**src/hdl/utv_pkg.sv**
```systemverilog
// shared types and constants of the utf-8 text validator
package utv_pkg;

   localparam int POSITION_BITS = 16;
   localparam int OFFSET_BITS   = 16;
   localparam int LIMIT_BITS    = 16;
   localparam int CSR_ADDR_BITS = 3;
   localparam int CSR_DATA_BITS = 32;

   localparam int QUEUE_DEPTH = 2;
   localparam int QPTR_BITS   = $clog2(QUEUE_DEPTH);
   localparam int QCNT_BITS   = $clog2(QUEUE_DEPTH + 1);

   localparam logic [LIMIT_BITS-1:0] SCAN_LIMIT_RESET = LIMIT_BITS'(1000);
   localparam logic [POSITION_BITS:0] MIN_FILE_LEN    = (POSITION_BITS + 1)'(8);
   localparam logic [POSITION_BITS:0] TAIL_GAP        = (POSITION_BITS + 1)'(5);

   localparam logic [7:0] CONT_LO = 8'h80;
   localparam logic [7:0] CONT_HI = 8'hBF;

   // register index of scan_limit (word address)
   localparam logic REG_SCAN_LIMIT = 1'b0;

   // one classified request travelling from front to back
   typedef struct packed {
      logic [7:0]               data_byte;
      logic                     last_byte;
      logic [POSITION_BITS-1:0] position;
      logic                     lead_ok;
      logic [1:0]               lead_count;
      logic [7:0]               lead_lo;
      logic [7:0]               lead_hi;
   } entry_type;

endpackage

```
**src/hdl/utv_front.sv**
```systemverilog
// front end: accepts bytes, tracks offset and classifies lead bytes
module utv_front
   import utv_pkg::*;
(
   input  logic       clock,
   input  logic       reset,
   input  logic       in_valid,
   output logic       in_ready,
   input  logic [7:0] in_byte,
   input  logic       in_last,
   output logic       push_valid,
   input  logic       push_ready,
   output entry_type  push_entry
);

   logic [POSITION_BITS-1:0] pos_ff, pos_in;
   logic                     accept;
   logic                     lead_ok;
   logic [1:0]               lead_count;
   logic [7:0]               lead_lo, lead_hi;

   assign in_ready   = push_ready;
   assign push_valid = in_valid;
   assign accept     = in_valid && push_ready;

   // lead byte class: continuation count and range of the second byte
   always_comb begin
      lead_ok    = 1'b1;
      lead_count = 2'd0;
      lead_lo    = CONT_LO;
      lead_hi    = CONT_HI;
      if ((in_byte >= 8'h09 && in_byte <= 8'h0D) || (in_byte >= 8'h20 && in_byte <= 8'h9F)) begin
         lead_count = 2'd0;
      end else if (in_byte >= 8'hC2 && in_byte <= 8'hDF) begin
         lead_count = 2'd1;
      end else if (in_byte == 8'hE0) begin
         lead_count = 2'd2;
         lead_lo    = 8'hA0;
      end else if ((in_byte >= 8'hE1 && in_byte <= 8'hEC) || in_byte == 8'hEE
                   || in_byte == 8'hEF) begin
         lead_count = 2'd2;
      end else if (in_byte == 8'hED) begin
         lead_count = 2'd2;
         lead_hi    = 8'h9F;
      end else if (in_byte == 8'hF0) begin
         lead_count = 2'd3;
         lead_lo    = 8'h90;
      end else if (in_byte >= 8'hF1 && in_byte <= 8'hF3) begin
         lead_count = 2'd3;
      end else if (in_byte == 8'hF4) begin
         lead_count = 2'd3;
         lead_hi    = 8'h8F;
      end else begin
         lead_ok = 1'b0;
      end
   end

   always_comb begin
      push_entry.data_byte  = in_byte;
      push_entry.last_byte  = in_last;
      push_entry.position   = pos_ff;
      push_entry.lead_ok    = lead_ok;
      push_entry.lead_count = lead_count;
      push_entry.lead_lo    = lead_lo;
      push_entry.lead_hi    = lead_hi;
   end

   // saturating offset, back to zero after the last byte of a file
   always_comb begin
      pos_in = pos_ff;
      if (accept) begin
         if (in_last) begin
            pos_in = '0;
         end else if (pos_ff != {POSITION_BITS{1'b1}}) begin
            pos_in = pos_ff + 1'b1;
         end
      end
   end

   always_ff @(posedge clock) begin
      if (reset) begin
         pos_ff <= '0;
      end else begin
         pos_ff <= pos_in;
      end
   end

endmodule

```
**src/hdl/utv_queue.sv**
```systemverilog
// short fifo of classified requests between front and back
module utv_queue
   import utv_pkg::*;
(
   input  logic      clock,
   input  logic      reset,
   input  logic      in_valid,
   output logic      in_ready,
   input  entry_type in_entry,
   output logic      out_valid,
   input  logic      out_ready,
   output entry_type out_entry
);

   entry_type            mem_ff [QUEUE_DEPTH];
   logic [QPTR_BITS-1:0] wr_ptr_ff, rd_ptr_ff;
   logic [QCNT_BITS-1:0] count_ff, count_in;
   logic                 push, pop;

   assign in_ready  = count_ff != QCNT_BITS'(QUEUE_DEPTH);
   assign out_valid = count_ff != '0;
   assign out_entry = mem_ff[rd_ptr_ff];
   assign push      = in_valid && in_ready;
   assign pop       = out_valid && out_ready;

   always_comb begin
      count_in = count_ff;
      if (push && !pop) begin
         count_in = count_ff + 1'b1;
      end else if (pop && !push) begin
         count_in = count_ff - 1'b1;
      end
   end

   always_ff @(posedge clock) begin
      if (push) begin
         mem_ff[wr_ptr_ff] <= in_entry;
      end
   end

   always_ff @(posedge clock) begin
      if (reset) begin
         wr_ptr_ff <= '0;
         rd_ptr_ff <= '0;
         count_ff  <= '0;
      end else begin
         if (push) begin
            wr_ptr_ff <= wr_ptr_ff + 1'b1;
         end
         if (pop) begin
            rd_ptr_ff <= rd_ptr_ff + 1'b1;
         end
         count_ff <= count_in;
      end
   end

endmodule

```
**src/hdl/utv_back.sv**
```systemverilog
// back end: sequence checking, failure tracking and verdict register
module utv_back
   import utv_pkg::*;
(
   input  logic                   clock,
   input  logic                   reset,
   input  logic [LIMIT_BITS-1:0]  scan_limit,
   input  logic                   pop_valid,
   output logic                   pop_ready,
   input  entry_type              pop_entry,
   output logic                   out_valid,
   input  logic                   out_ready,
   output logic                   out_text_ok,
   output logic [OFFSET_BITS-1:0] out_bad_offset
);

   logic [1:0]               cont_ff, cont_in;
   logic [7:0]               lo_ff, lo_in, hi_ff, hi_in;
   logic [POSITION_BITS-1:0] start_ff, start_in;
   logic                     fail_ff, fail_in;
   logic [POSITION_BITS-1:0] failpos_ff, failpos_in;
   logic                     valid_ff, valid_in;
   logic                     ok_ff, ok_in;
   logic [OFFSET_BITS-1:0]   offset_ff, offset_in;
   logic                     pop;
   logic [POSITION_BITS:0]   file_len;
   logic                     too_short, counted;

   assign pop_ready      = !pop_entry.last_byte || !valid_ff || out_ready;
   assign pop            = pop_valid && pop_ready;
   assign out_valid      = valid_ff;
   assign out_text_ok    = ok_ff;
   assign out_bad_offset = offset_ff;

   // sequence state after this byte
   always_comb begin
      cont_in    = cont_ff;
      lo_in      = lo_ff;
      hi_in      = hi_ff;
      start_in   = start_ff;
      fail_in    = fail_ff;
      failpos_in = failpos_ff;
      if (!fail_ff) begin
         if (cont_ff != 2'd0) begin
            if (pop_entry.data_byte < lo_ff || pop_entry.data_byte > hi_ff) begin
               fail_in    = 1'b1;
               failpos_in = start_ff;
               cont_in    = 2'd0;
            end else begin
               cont_in = cont_ff - 1'b1;
               lo_in   = CONT_LO;
               hi_in   = CONT_HI;
            end
         end else if ({{LIMIT_BITS{1'b0}}, pop_entry.position}
                      < {{POSITION_BITS{1'b0}}, scan_limit}) begin
            start_in = pop_entry.position;
            if (!pop_entry.lead_ok) begin
               fail_in    = 1'b1;
               failpos_in = pop_entry.position;
            end else begin
               cont_in = pop_entry.lead_count;
               lo_in   = pop_entry.lead_lo;
               hi_in   = pop_entry.lead_hi;
            end
         end
      end
   end

   // verdict on the last byte
   always_comb begin
      file_len  = {1'b0, pop_entry.position} + 1'b1;
      too_short = file_len < MIN_FILE_LEN;
      counted   = fail_in && (({1'b0, failpos_in} + TAIL_GAP) < file_len);
      valid_in  = valid_ff && !out_ready;
      ok_in     = ok_ff;
      offset_in = offset_ff;
      if (pop && pop_entry.last_byte) begin
         valid_in  = 1'b1;
         ok_in     = !too_short && !counted;
         offset_in = (!too_short && counted) ? OFFSET_BITS'(failpos_in) : '0;
      end
   end

   always_ff @(posedge clock) begin
      if (reset) begin
         cont_ff    <= 2'd0;
         lo_ff      <= CONT_LO;
         hi_ff      <= CONT_HI;
         start_ff   <= '0;
         fail_ff    <= 1'b0;
         failpos_ff <= '0;
         valid_ff   <= 1'b0;
      end else begin
         valid_ff <= valid_in;
         if (pop) begin
            if (pop_entry.last_byte) begin
               cont_ff    <= 2'd0;
               lo_ff      <= CONT_LO;
               hi_ff      <= CONT_HI;
               start_ff   <= '0;
               fail_ff    <= 1'b0;
               failpos_ff <= '0;
            end else begin
               cont_ff    <= cont_in;
               lo_ff      <= lo_in;
               hi_ff      <= hi_in;
               start_ff   <= start_in;
               fail_ff    <= fail_in;
               failpos_ff <= failpos_in;
            end
         end
      end
   end

   always_ff @(posedge clock) begin
      ok_ff     <= ok_in;
      offset_ff <= offset_in;
   end

endmodule

```
**src/hdl/utf8_text_validator.sv**
```systemverilog
// top level of the streaming utf-8 text validator
// an accepted last byte passes through the queue to the back end, which registers its verdict on rsp
// throughput: one byte per cycle unless stalled; the back end retires one queued byte a cycle
// a waiting verdict stalls the back end only on the next file's last byte
// reset (synchronous): clears offset, sequence state, queue and output valid
// scan_limit returns to 1000 on reset and keeps its value across files
module utf8_text_validator
   import utv_pkg::*;
(
   input  logic                     clock,
   input  logic                     reset,
   // request channel
   input  logic                     req_tvalid,
   output logic                     req_tready,
   input  logic [7:0]               req_tdata,   // [7:0] data_byte
   input  logic                     req_tlast,   // last_byte
   // verdict channel
   output logic                     rsp_tvalid,
   input  logic                     rsp_tready,
   output logic [15:0]              rsp_tdata,   // [15:0] bad_offset
   output logic                     rsp_tuser,   // text_ok
   // register port
   input  logic                     csr_psel,
   input  logic                     csr_penable,
   input  logic                     csr_pwrite,
   input  logic [CSR_ADDR_BITS-1:0] csr_paddr,
   input  logic [CSR_DATA_BITS-1:0] csr_pwdata,
   output logic [CSR_DATA_BITS-1:0] csr_prdata,
   output logic                     csr_pready
);

   logic [LIMIT_BITS-1:0]  scan_limit_ff, scan_limit_in;
   logic                   csr_write;

   // front to queue
   logic                   push_valid, push_ready;
   entry_type              push_entry;
   // queue to back
   logic                   pop_valid, pop_ready;
   entry_type              pop_entry;
   logic [OFFSET_BITS-1:0] bad_offset;

   // ---------------- register port ----------------
   // word address selects the register, the low byte-address bits are ignored
   assign csr_pready = 1'b1;
   assign csr_write  = csr_psel && csr_penable && csr_pwrite && csr_pready;

   always_comb begin
      scan_limit_in = scan_limit_ff;
      if (csr_write && csr_paddr[CSR_ADDR_BITS-1] == REG_SCAN_LIMIT) begin
         scan_limit_in = csr_pwdata[LIMIT_BITS-1:0];
      end
   end

   always_comb begin
      csr_prdata = '0;
      if (csr_paddr[CSR_ADDR_BITS-1] == REG_SCAN_LIMIT) begin
         csr_prdata = CSR_DATA_BITS'(scan_limit_ff);
      end
   end

   always_ff @(posedge clock) begin
      if (reset) begin
         scan_limit_ff <= SCAN_LIMIT_RESET;
      end else begin
         scan_limit_ff <= scan_limit_in;
      end
   end

   // ---------------- front: offset and lead classification ----------------
   utv_front u_front (
      .clock      (clock),
      .reset      (reset),
      .in_valid   (req_tvalid),
      .in_ready   (req_tready),
      .in_byte    (req_tdata),
      .in_last    (req_tlast),
      .push_valid (push_valid),
      .push_ready (push_ready),
      .push_entry (push_entry)
   );

   // ---------------- queue: lets front and back stall apart ----------------
   utv_queue u_queue (
      .clock     (clock),
      .reset     (reset),
      .in_valid  (push_valid),
      .in_ready  (push_ready),
      .in_entry  (push_entry),
      .out_valid (pop_valid),
      .out_ready (pop_ready),
      .out_entry (pop_entry)
   );

   // ---------------- back: sequence check and verdict ----------------
   utv_back u_back (
      .clock          (clock),
      .reset          (reset),
      .scan_limit     (scan_limit_ff),
      .pop_valid      (pop_valid),
      .pop_ready      (pop_ready),
      .pop_entry      (pop_entry),
      .out_valid      (rsp_tvalid),
      .out_ready      (rsp_tready),
      .out_text_ok    (rsp_tuser),
      .out_bad_offset (bad_offset)
   );

   assign rsp_tdata = 16'(bad_offset);

   // ---------------- assertions ----------------
   // a new verdict only follows the retirement of a last byte
   a_verdict_from_last : assert property (@(posedge clock) disable iff (reset)
      $rose(rsp_tvalid) |-> $past(pop_valid && pop_ready && pop_entry.last_byte))
      else $error("verdict without a retired last byte");

   // a passing file reports offset zero
   a_ok_offset_zero : assert property (@(posedge clock) disable iff (reset)
      rsp_tvalid && rsp_tuser |-> rsp_tdata == '0)
      else $error("passing verdict with nonzero offset");

   // a last byte is held back while an untaken verdict occupies the output
   a_no_overwrite : assert property (@(posedge clock) disable iff (reset)
      rsp_tvalid && !rsp_tready && pop_valid && pop_entry.last_byte |-> !pop_ready)
      else $error("verdict register overwritten");

endmodule
```
**config.mk**
```make
export PLATFORM = sky130hd
export DESIGN_NAME = utf8_text_validator
export DESIGN_NICKNAME = d
export VERILOG_FILES = /design/src/hdl/utv_pkg.sv /design/src/hdl/utv_front.sv /design/src/hdl/utv_queue.sv /design/src/hdl/utv_back.sv /design/src/hdl/utf8_text_validator.sv
export SDC_FILE = /design/constraint.sdc
export NUM_CORES = 1
export LEC_CHECK = 0
export BUFFER_PORTS_ARGS = -buffer_cell sky130_fd_sc_hd__buf_2
export CAP_MARGIN = 5
export CORE_UTILIZATION = 61
export CTS_BUF_LIST = sky130_fd_sc_hd__clkbuf_4
export CTS_CLUSTER_SIZE = 12
export DETAILED_ROUTE_END_ITERATION = 16
export PLACE_DENSITY = 0.82
export SYNTH_ARGS = -nofsm -noshare
export SYNTH_HDL_FRONTEND = slang
export SYNTH_HIERARCHICAL = 1
export SYNTH_SLANG_ARGS = --single-unit
```
**constraint.sdc**
```tcl
create_clock -name clock -period 7.5 [get_ports clock]
set_clock_uncertainty 0.1 [all_clocks]
set_input_delay 1.5 -clock clock [delete_from_list [all_inputs] [get_ports clock]]
set_output_delay 1.5 -clock clock [all_outputs]
set_load 0.02 [all_outputs]
```
==> metrics.md, run 1 <==
| Metric | Value |
|---|---|
| DRC errors left | `0` |
| # diodes | `0` |
| Critical path type | `flop to flop` |
| Via-per-instance ratio | `5.92` |
| Xor/xnor share of the synthesized area | `2.60%` |
| Worst Hold Class | `flop to flop` |
| Die width | `133 microns` |
| DRT iter0 DRCs | `659` |
| DRT antenna net count | `0` |
| Fmax | `150 MHz` |
| Busiest grt layer | `met2` |
| Post-CTS Resized | `0` |
| R2r setup slk | `0.82 ns` |
| Post-synth ARST share | `0%` |
| Clock Latency Late Sink | `0.60 ns` |
| H-tree lvl count | `4` |
| Flops & latches, synth | `194` |
| CP Capture Point | `u_back/out_bad_offset[7]$_SDFFCE_PN0P_` |
| Mux cell area share after synthesis | `7.30%` |
| Final setup violating endpoints | `0` |
| CTS sink cnt | `194` |
| Synth Area in Compound Gates | `12.5%` |
| Met3 Resource Use GR | `4.94%` |
| Root Buffer | `clkbuf_4` |
| Final Hold Fails | `0` |
| Final Critical Period | `6.68 ns` |
| Pre-CTS setup slack | `0.589 ns` |
| Grt met2 use | `40.0%` |
| Post-synth cell types | `83` |
| EDFF count, synth | `105` |
| DP Wirelength | `15200 microns` |
| Static Leak | `4.18 nW` |
| Pin count of the biggest net entering global routing | `53` |
| Worst setup margin | `0.823 ns` |
| Max Slew Vio Count | `0` |
| R2R cell count | `24` |
| Worst R2R End | `u_back/out_bad_offset[7]$_SDFFCE_PN0P_` |
| Pre-Repair DR Iteration Count | `6` |
| Antenna violations before repair | `0` |
| Routability cong. | `0.901` |
| Hold_buf cts | `0` |
| Total global-route track usage | `25.2%` |
| Primary FF master, synth | `edfxtp_1` |
| MaxCap Viol Count | `0` |
| Core area | `0.0166 sq mm` |
| GR Overflow Total | `0` |
| Die ar. | `0.0176 sq mm` |
| Final WL | `21400 microns` |
| First-pass GRT wire length | `34900 microns` |
| Avg WL per Cell | `16.8 microns` |
| Final net count | `1146` |
| Clk slew on worst S/H paths | `0.15 ns` |
| Adder-cell share of the synthesized area | `6.11%` |
| Worst VDD drop | `0.209 mV` |
| Status | `completed` |
| Worst Path Required | `7.84 ns` |
| Initial core utilization | `62.7%` |
| Synth Cell Area | `0.0104 sq mm` |
| Standard-cell rows | `47` |
| Crit start category | `flop` |
| Synthesis Warnings | `6` |
| Seq/Total Area, Yosys | `47.3%` |
| RSZ-0062 raised after global routing | `false` |
| Layout cells sized above 1 | `17.8%` |
| PortBufs | `67` |
| # fillers | `1321` |
| Main combinational cell family by area after synthesis | `simple AND/OR/NAND/NOR gates` |
| PwrDens | `320 mW/mm^2` |
| Die Y | `133 microns` |
| Syn Inst Count | `1003` |
| Slew margin rel. | `17.9%` |
| CTS max path bufs | `2` |
| Setup_tns | `0 ns` |
| Worst-margin pin slew | `1.23 ns` |
| Final Cycle Share | `89.0%` |
| Area Overhead vs Synth | `5.08%` |
| Routed vias | `7558` |
| Critical Path Fanout Max | `18` |
| Number of CTS-inserted buffers | `17` |
| Worst endpoint data arrival time | `7.02 ns` |
| Crit path capture type | `flop` |
| TritonCTS clock tree | `yes` |
| Simple-Gate Fraction of Synth Area | `17.6%` |
| Mean Syn Cell Area | `10.4 sq um` |
| GR Util met1 | `34.9%` |
| Vias in the first global route | `7024` |
| IO Count | `103` |
-- critical path, stage by stage, from the launching register on --
cell,delay [ns]
dfxtp_2,0.65
mux2_2,0.50
ha_1,0.35
a21oi_1,0.16
o21ai_0,0.21
a2111oi_0,0.62
nand2_1,0.36
o21a_1,0.28
a221o_1,0.39
or2_2,0.34
nand3_1,0.25
nor2_1,0.10
xnor2_1,0.14
ha_1,0.30
a21o_1,0.18
a21o_1,0.17
a21o_1,0.16
a21oi_1,0.14
nor2b_1,0.05
o21ai_0,0.14
nand2b_1,0.08
a221oi_1,0.37
nand3b_1,0.12
buf_4,0.20
nor2_1,0.12
-- report_power, final --
group / leakage [nW] / internal (mW) / switching [mW]
combinational: 2.35 / 0.616 / 1.02
sequential: 1.71 / 1.29 / 0.0773
clock: 0.134 / 0.146 / 0.363
-- layout make-up --
cell class,instances,area [sq um],area share [%]
tap,220,275,2.51
sequential,194,4940,45.0
clock inverter,13,104,0.947
multi-input combinational,706,4920,44.9
timing repair buffer,76,403,3.67
inverter,49,184,1.68
clock buffer,19,143,1.30
-- synth_stat cells, types with 21 or more instances --
cell type | n | area (sq um)
nor2_1 | 115 | 432
edfxtp_1 | 105 | 3150
dfxtp_1 | 89 | 1780
ha_1 | 51 | 638
nand2_1 | 50 | 188
inv_1 | 49 | 184
a21oi_1 | 46 | 230
mux2_2 | 45 | 507
buf_4 | 41 | 308
a22oi_1 | 28 | 210
clkbuf_1 | 26 | 97.6
nand2b_1 | 26 | 163
nand3_1 | 25 | 125
mux2i_1 | 24 | 240
o21ai_0 | 24 | 120
xnor2_1 | 21 | 184
-- per-layer routing --
layer  up-vias  routed length (microns)
met4         0                      379
li1       3656                        -
met5         -                        0
met3        33                     1320
met1      3598                     9580
met2       271                    10200
-- worst min path at each step --
stage / start / to / slack [ns] / cells after the start
6_report: u_back/lo_ff[6]$_SDFFE_PP0P_ / u_back/lo_ff[6]$_SDFFE_PP0P_ / 0.37 / 2
5_1_grt: u_back/cont_ff[1]$_SDFFE_PP0P_ / u_back/cont_ff[1]$_SDFFE_PP0P_ / 0.39 / 2
4_1_cts: u_back/lo_ff[6]$_SDFFE_PP0P_ / u_back/lo_ff[6]$_SDFFE_PP0P_ / 0.37 / 2
3_5_place_dp: u_back/lo_ff[6]$_SDFFE_PP0P_ / u_back/lo_ff[6]$_SDFFE_PP0P_ / 0.35 / 2
3_3_place_gp: u_back/lo_ff[3]$_SDFFE_PP0P_ / u_back/lo_ff[3]$_SDFFE_PP0P_ / 0.34 / 2
2_1_floorplan: u_back/hi_ff[6]$_SDFFE_PP0P_ / u_back/hi_ff[6]$_SDFFE_PP0P_ / 0.33 / 2
-- cell usage in the layout (no fill, tap or decap), types with 17 or more instances in the layout --
master	synthesis	final
nand3_1	25	25
inv_1	49	49
mux2_2	45	45
nor2_1	115	115
nor2b_1	17	17
nand2_1	50	50
conb_1	4	29
edfxtp_1	105	105
clkbuf_4	0	19
dfxtp_1	89	88
buf_2	7	67
nor3_1	18	18
nand2b_1	26	26
xnor2_1	21	21
a22oi_1	28	28
o21ai_0	24	24
mux2i_1	24	24
a21oi_1	46	46
ha_1	51	51
-- sequential cells by signal, indices dropped and copies added (netlist names), 8 cells and up, named ones only --
signal,count
u_back/hi_ff,8
u_front/pos_ff,16
u_back/start_ff,16
u_queue/mem_ff,88
u_back/lo_ff,8
scan_limit_ff,16
u_back/failpos_ff,16
u_back/out_bad_offset,16
-- repair_timing --
action,4_1_cts,5_1_grt
buffers inserted,0,1
setup endpoints to repair,0,8
endpoints found under the hold margin,0,0
-- per-stage QoR --
| stage | instance area [sq um] | instances | total power [mW] | util (%) | hold slack, ns |
|---|---|---|---|---|---|
| floorplan | 10500 | 1028 | 2.60 | - | 0.332 |
| finish | 11000 | 1277 | 3.51 | 65.9 | 0.370 |
| global placement | 10700 | 1244 | 2.94 | 64.4 | 0.340 |
| CTS | 11000 | 1276 | 3.49 | 65.9 | 0.373 |
| detailed placement | 10700 | 1244 | 2.98 | 64.4 | 0.354 |
| global route | 11000 | 1277 | 3.73 | 65.9 | 0.391 |
-- logic make-up (layout without fill, tap and decap cells) --
| kind of cell | count (synthesis) | after routing |
|---|---|---|
| AO/OA/AOI/OAI | 185 | 185 |
| other | 4 | 29 |
| XOR/XNOR | 31 | 31 |
| multiplexers | 70 | 70 |
| flip-flops | 194 | 194 |
| AND/OR/NAND/NOR | 340 | 340 |
| buffers and inverters | 128 | 157 |
| adder cells (fa/ha/maj) | 51 | 51 |
Note: power is estimated with default switching activity, not from simulation.
==> run 2, diff against run 1 <==
CORE_UTILIZATION = 50   (was 61)
PLACE_DENSITY = 0.69   (was 0.82)
REMOVE_ABC_BUFFERS = 1   (was unset)
clock period = 8.3 ns   (was 7.5 ns; I/O delays follow)
==> run 2 against run 1 <==
Effect of this change:
- routed wire length is 3.6% higher
- final cell count up 4.1%
- count of clock-buffer cells in the layout decreased by 1
- utilization decreased by 11 points
- setup slack improved by 0.21 ns
- clock power grew 7.9%
- worst hold slack worse by 0.0080 ns
- non-clock buffer count up 1
- register-to-register slack better by 0.21 ns
- final area up 1.4%
- global-route usage fell by 3.9 points
- largest cell class unchanged
==> metrics.md, run 2 (same netlist as run 1, synthesis figures left out) <==
| Metric | Value |
|---|---|
| Setup_tns | `0 ns (unchanged)` |
| Root Buffer | `clkbuf_4` |
| Die width | `146 microns (+10%)` |
| Crit path capture type | `flop` |
| Number of CTS-inserted buffers | `17 (unchanged)` |
| R2R cell count | `23 (-4.2%)` |
| Die ar. | `0.0215 sq mm (+22%)` |
| R2r setup slk | `1.04 ns (+0.21 ns)` |
| PortBufs | `67 (unchanged)` |
| Worst Hold Class | `flop to flop` |
| Reg with most FFs | `u_queue/mem_ff` |
| Most frequent cell on the critical path | `a21o_1` |
| Core area | `0.0204 sq mm (+22%)` |
| Final non-filler cell area | `0.0111 sq mm (+1.4%)` |
| DRT iter0 DRCs | `630 (-4.4%)` |
| CP max-delay cell | `dfxtp_2` |
| IO Count | `103 (unchanged)` |
| Worst path top cell family by delay | `compound AO/OA/AOI/OAI gates` |
| Fmax | `138 MHz (-8.1%)` |
| Layout cells sized above 1 | `18.1% (+0.27 points)` |
| Critical Path Fanout Max | `31 (+13)` |
| MaxCap Viol Count | `0 (unchanged)` |
| First-pass GRT wire length | `36100 microns (+3.6%)` |
| Hold Startpoint | `u_back/lo_ff[6]$_SDFFE_PP0P_` |
| Vias in the first global route | `6842 (-2.6%)` |
| Final Cycle Share | `87.5% (-1.5 points)` |
| Status | `completed` |
| Worst Path Required | `8.61 ns (+0.77 ns)` |
| Postcts setup bufs | `0 (unchanged)` |
| DP Wirelength | `15800 microns (+3.6%)` |
| Pin count of the biggest net entering global routing | `59 (+11%)` |
| Via-per-instance ratio | `5.56 (-6.1%)` |
| Max FFs per register | `88 (unchanged)` |
| Worst Hold Endpoint | `u_back/lo_ff[6]$_SDFFE_PP0P_` |
| Design Power | `3.27 mW (-6.7%)` |
| Worst endpoint data arrival time | `7.58 ns (+0.56 ns)` |
| Clock Latency Late Sink | `0.59 ns (about the same)` |
| Routed vias | `7385 (-2.3%)` |
| CP bufs+invs | `0 (-1)` |
| DRC errors left | `0 (unchanged)` |
| Hold_ws | `0.362 ns (-0.00798 ns)` |
| H-tree lvl count | `4 (unchanged)` |
| GR Overflow Total | `0 (unchanged)` |
| Die Y | `146 microns (+10%)` |
| Crit start category | `flop` |
| Initial core utilization | `51.2% (-11 points)` |
| Final net count | `1147 (+0.087%)` |
| Final WL | `22200 microns (+3.6%)` |
| Clk slew on worst S/H paths | `0.15 ns (about the same)` |
| RSZ-0062 raised after global routing | `false` |
| Worst-margin pin slew | `1.10 ns (-0.129 ns)` |
| Worst VDD drop | `0.130 mV (-38%)` |
| Final Hold Fails | `0 (unchanged)` |
| DRT antenna net count | `0 (unchanged)` |
| CP cell instances | `mux2_2, ha_1, a41oi_1, o21ai_0, a2111oi_0, nand2_1, o21a_1, a221o_1, or2_2, nand3_1, nor2_1, xnor2_1, ha_1, a21o_1, a21o_1, a21o_1, a21oi_1, nor2b_1, o21ai_0, nand2b_1, a221oi_1, nand3b_1, nor2_1` |
| Commonest non-fill, non-tap cell in the layout | `nor2_1` |
| Final Critical Period | `7.26 ns (+0.586 ns)` |
| CTS sink cnt | `194 (unchanged)` |
| Avg WL per Cell | `16.7 microns (-0.44%)` |
| TritonCTS clock tree | `yes` |
| Slew margin rel. | `26.4% (+8.6 points)` |
| Routability cong. | `0.900 (about the same)` |
| CTS max path bufs | `2 (unchanged)` |
| Hold depth | `2 (unchanged)` |
| PwrDens | `294 mW/mm^2 (-8.0%)` |
| CP peak stage delay | `0.88 ns (+0.23 ns)` |
| Worst R2R End | `u_back/out_bad_offset[6]$_SDFFCE_PN0P_` |
| Post-CTS Resized | `0 (unchanged)` |
| Antenna violations before repair | `1 (+1)` |
| Area Overhead vs Synth | `6.57%` |
| Final setup violating endpoints | `0 (unchanged)` |
| Critical path type | `flop to flop` |
| Area after DPL | `0.0108 sq mm (+0.75%)` |
| Total global-route track usage | `21.3% (-3.9 points)` |
| Max Slew Vio Count | `0 (unchanged)` |
| Worst setup margin | `1.04 ns (+0.214 ns)` |
| Hold_buf cts | `0 (unchanged)` |
| Pre-Repair DR Iteration Count | `5 (-1)` |
| Static Leak | `4.23 nW (+0.99%)` |
| Pre-CTS setup slack | `1.09 ns (+0.499 ns)` |
| Most frequent cells in the layout | `nor2_1 (114), edfxtp_1 (105), dfxtp_1 (88)` |
| Standard-cell rows | `52 (+11%)` |
-- run 2: how the worst max path moves through the flow --
stage,slack [ns],depth (start not counted),end
detailed placement,1.09,23,u_back/out_bad_offset[15]$_SDFFCE_PN0P_
global route,0.45,23,u_back/out_bad_offset[11]$_SDFFCE_PN0P_
finish,1.04,23,u_back/out_bad_offset[6]$_SDFFCE_PN0P_
CTS,1.04,23,u_back/out_bad_offset[15]$_SDFFCE_PN0P_
global placement,1.21,23,u_back/out_bad_offset[2]$_SDFFCE_PN0P_
floorplan,1.45,24,u_back/out_bad_offset[0]$_SDFFCE_PN0P_
-- run 2: worst min-delay path: stages, from the launching register on --
cell and delay (ns):
dfxtp_1 0.34, nand2_1 0.05, a21oi_1 0.05
-- run 2: layer usage --
layer	share of wire, %	GRT usage, %	vias to the layer above
li1	-	-	3671
met1	49	30.3	3547
met2	47	33.4	146
met3	3.5	3.53	21
met4	1.3	6.04	0
met5	0	0	-
-- run 2: through the flow --
step / util (%) / instances
after floorplan: - / 949
final: 54.6 / 1329
after CTS: 54.6 / 1328
after global routing: 54.6 / 1329
after global placement: 53.0 / 1296
after detailed placement: 53.0 / 1296
-- run 2: layout make-up --
cell class	count	area [sq um]
Antenna cell	1	2.50
Clock buffer	18	135
Clock inverter	14	191
Fill cell	1804	9240
Inverter	49	184
Multi-Input combinational cell	706	4920
Sequential cell	194	4940
Tap cell	270	338
Timing Repair Buffer	77	410
-- run 2: report_power, final --
| part | total [mW] | switching, mW | internal (mW) |
|---|---|---|---|
| sequential | 1.24 | 0.0813 | 1.16 |
| combinational | 1.48 | 0.914 | 0.561 |
| clock | 0.549 | 0.350 | 0.199 |
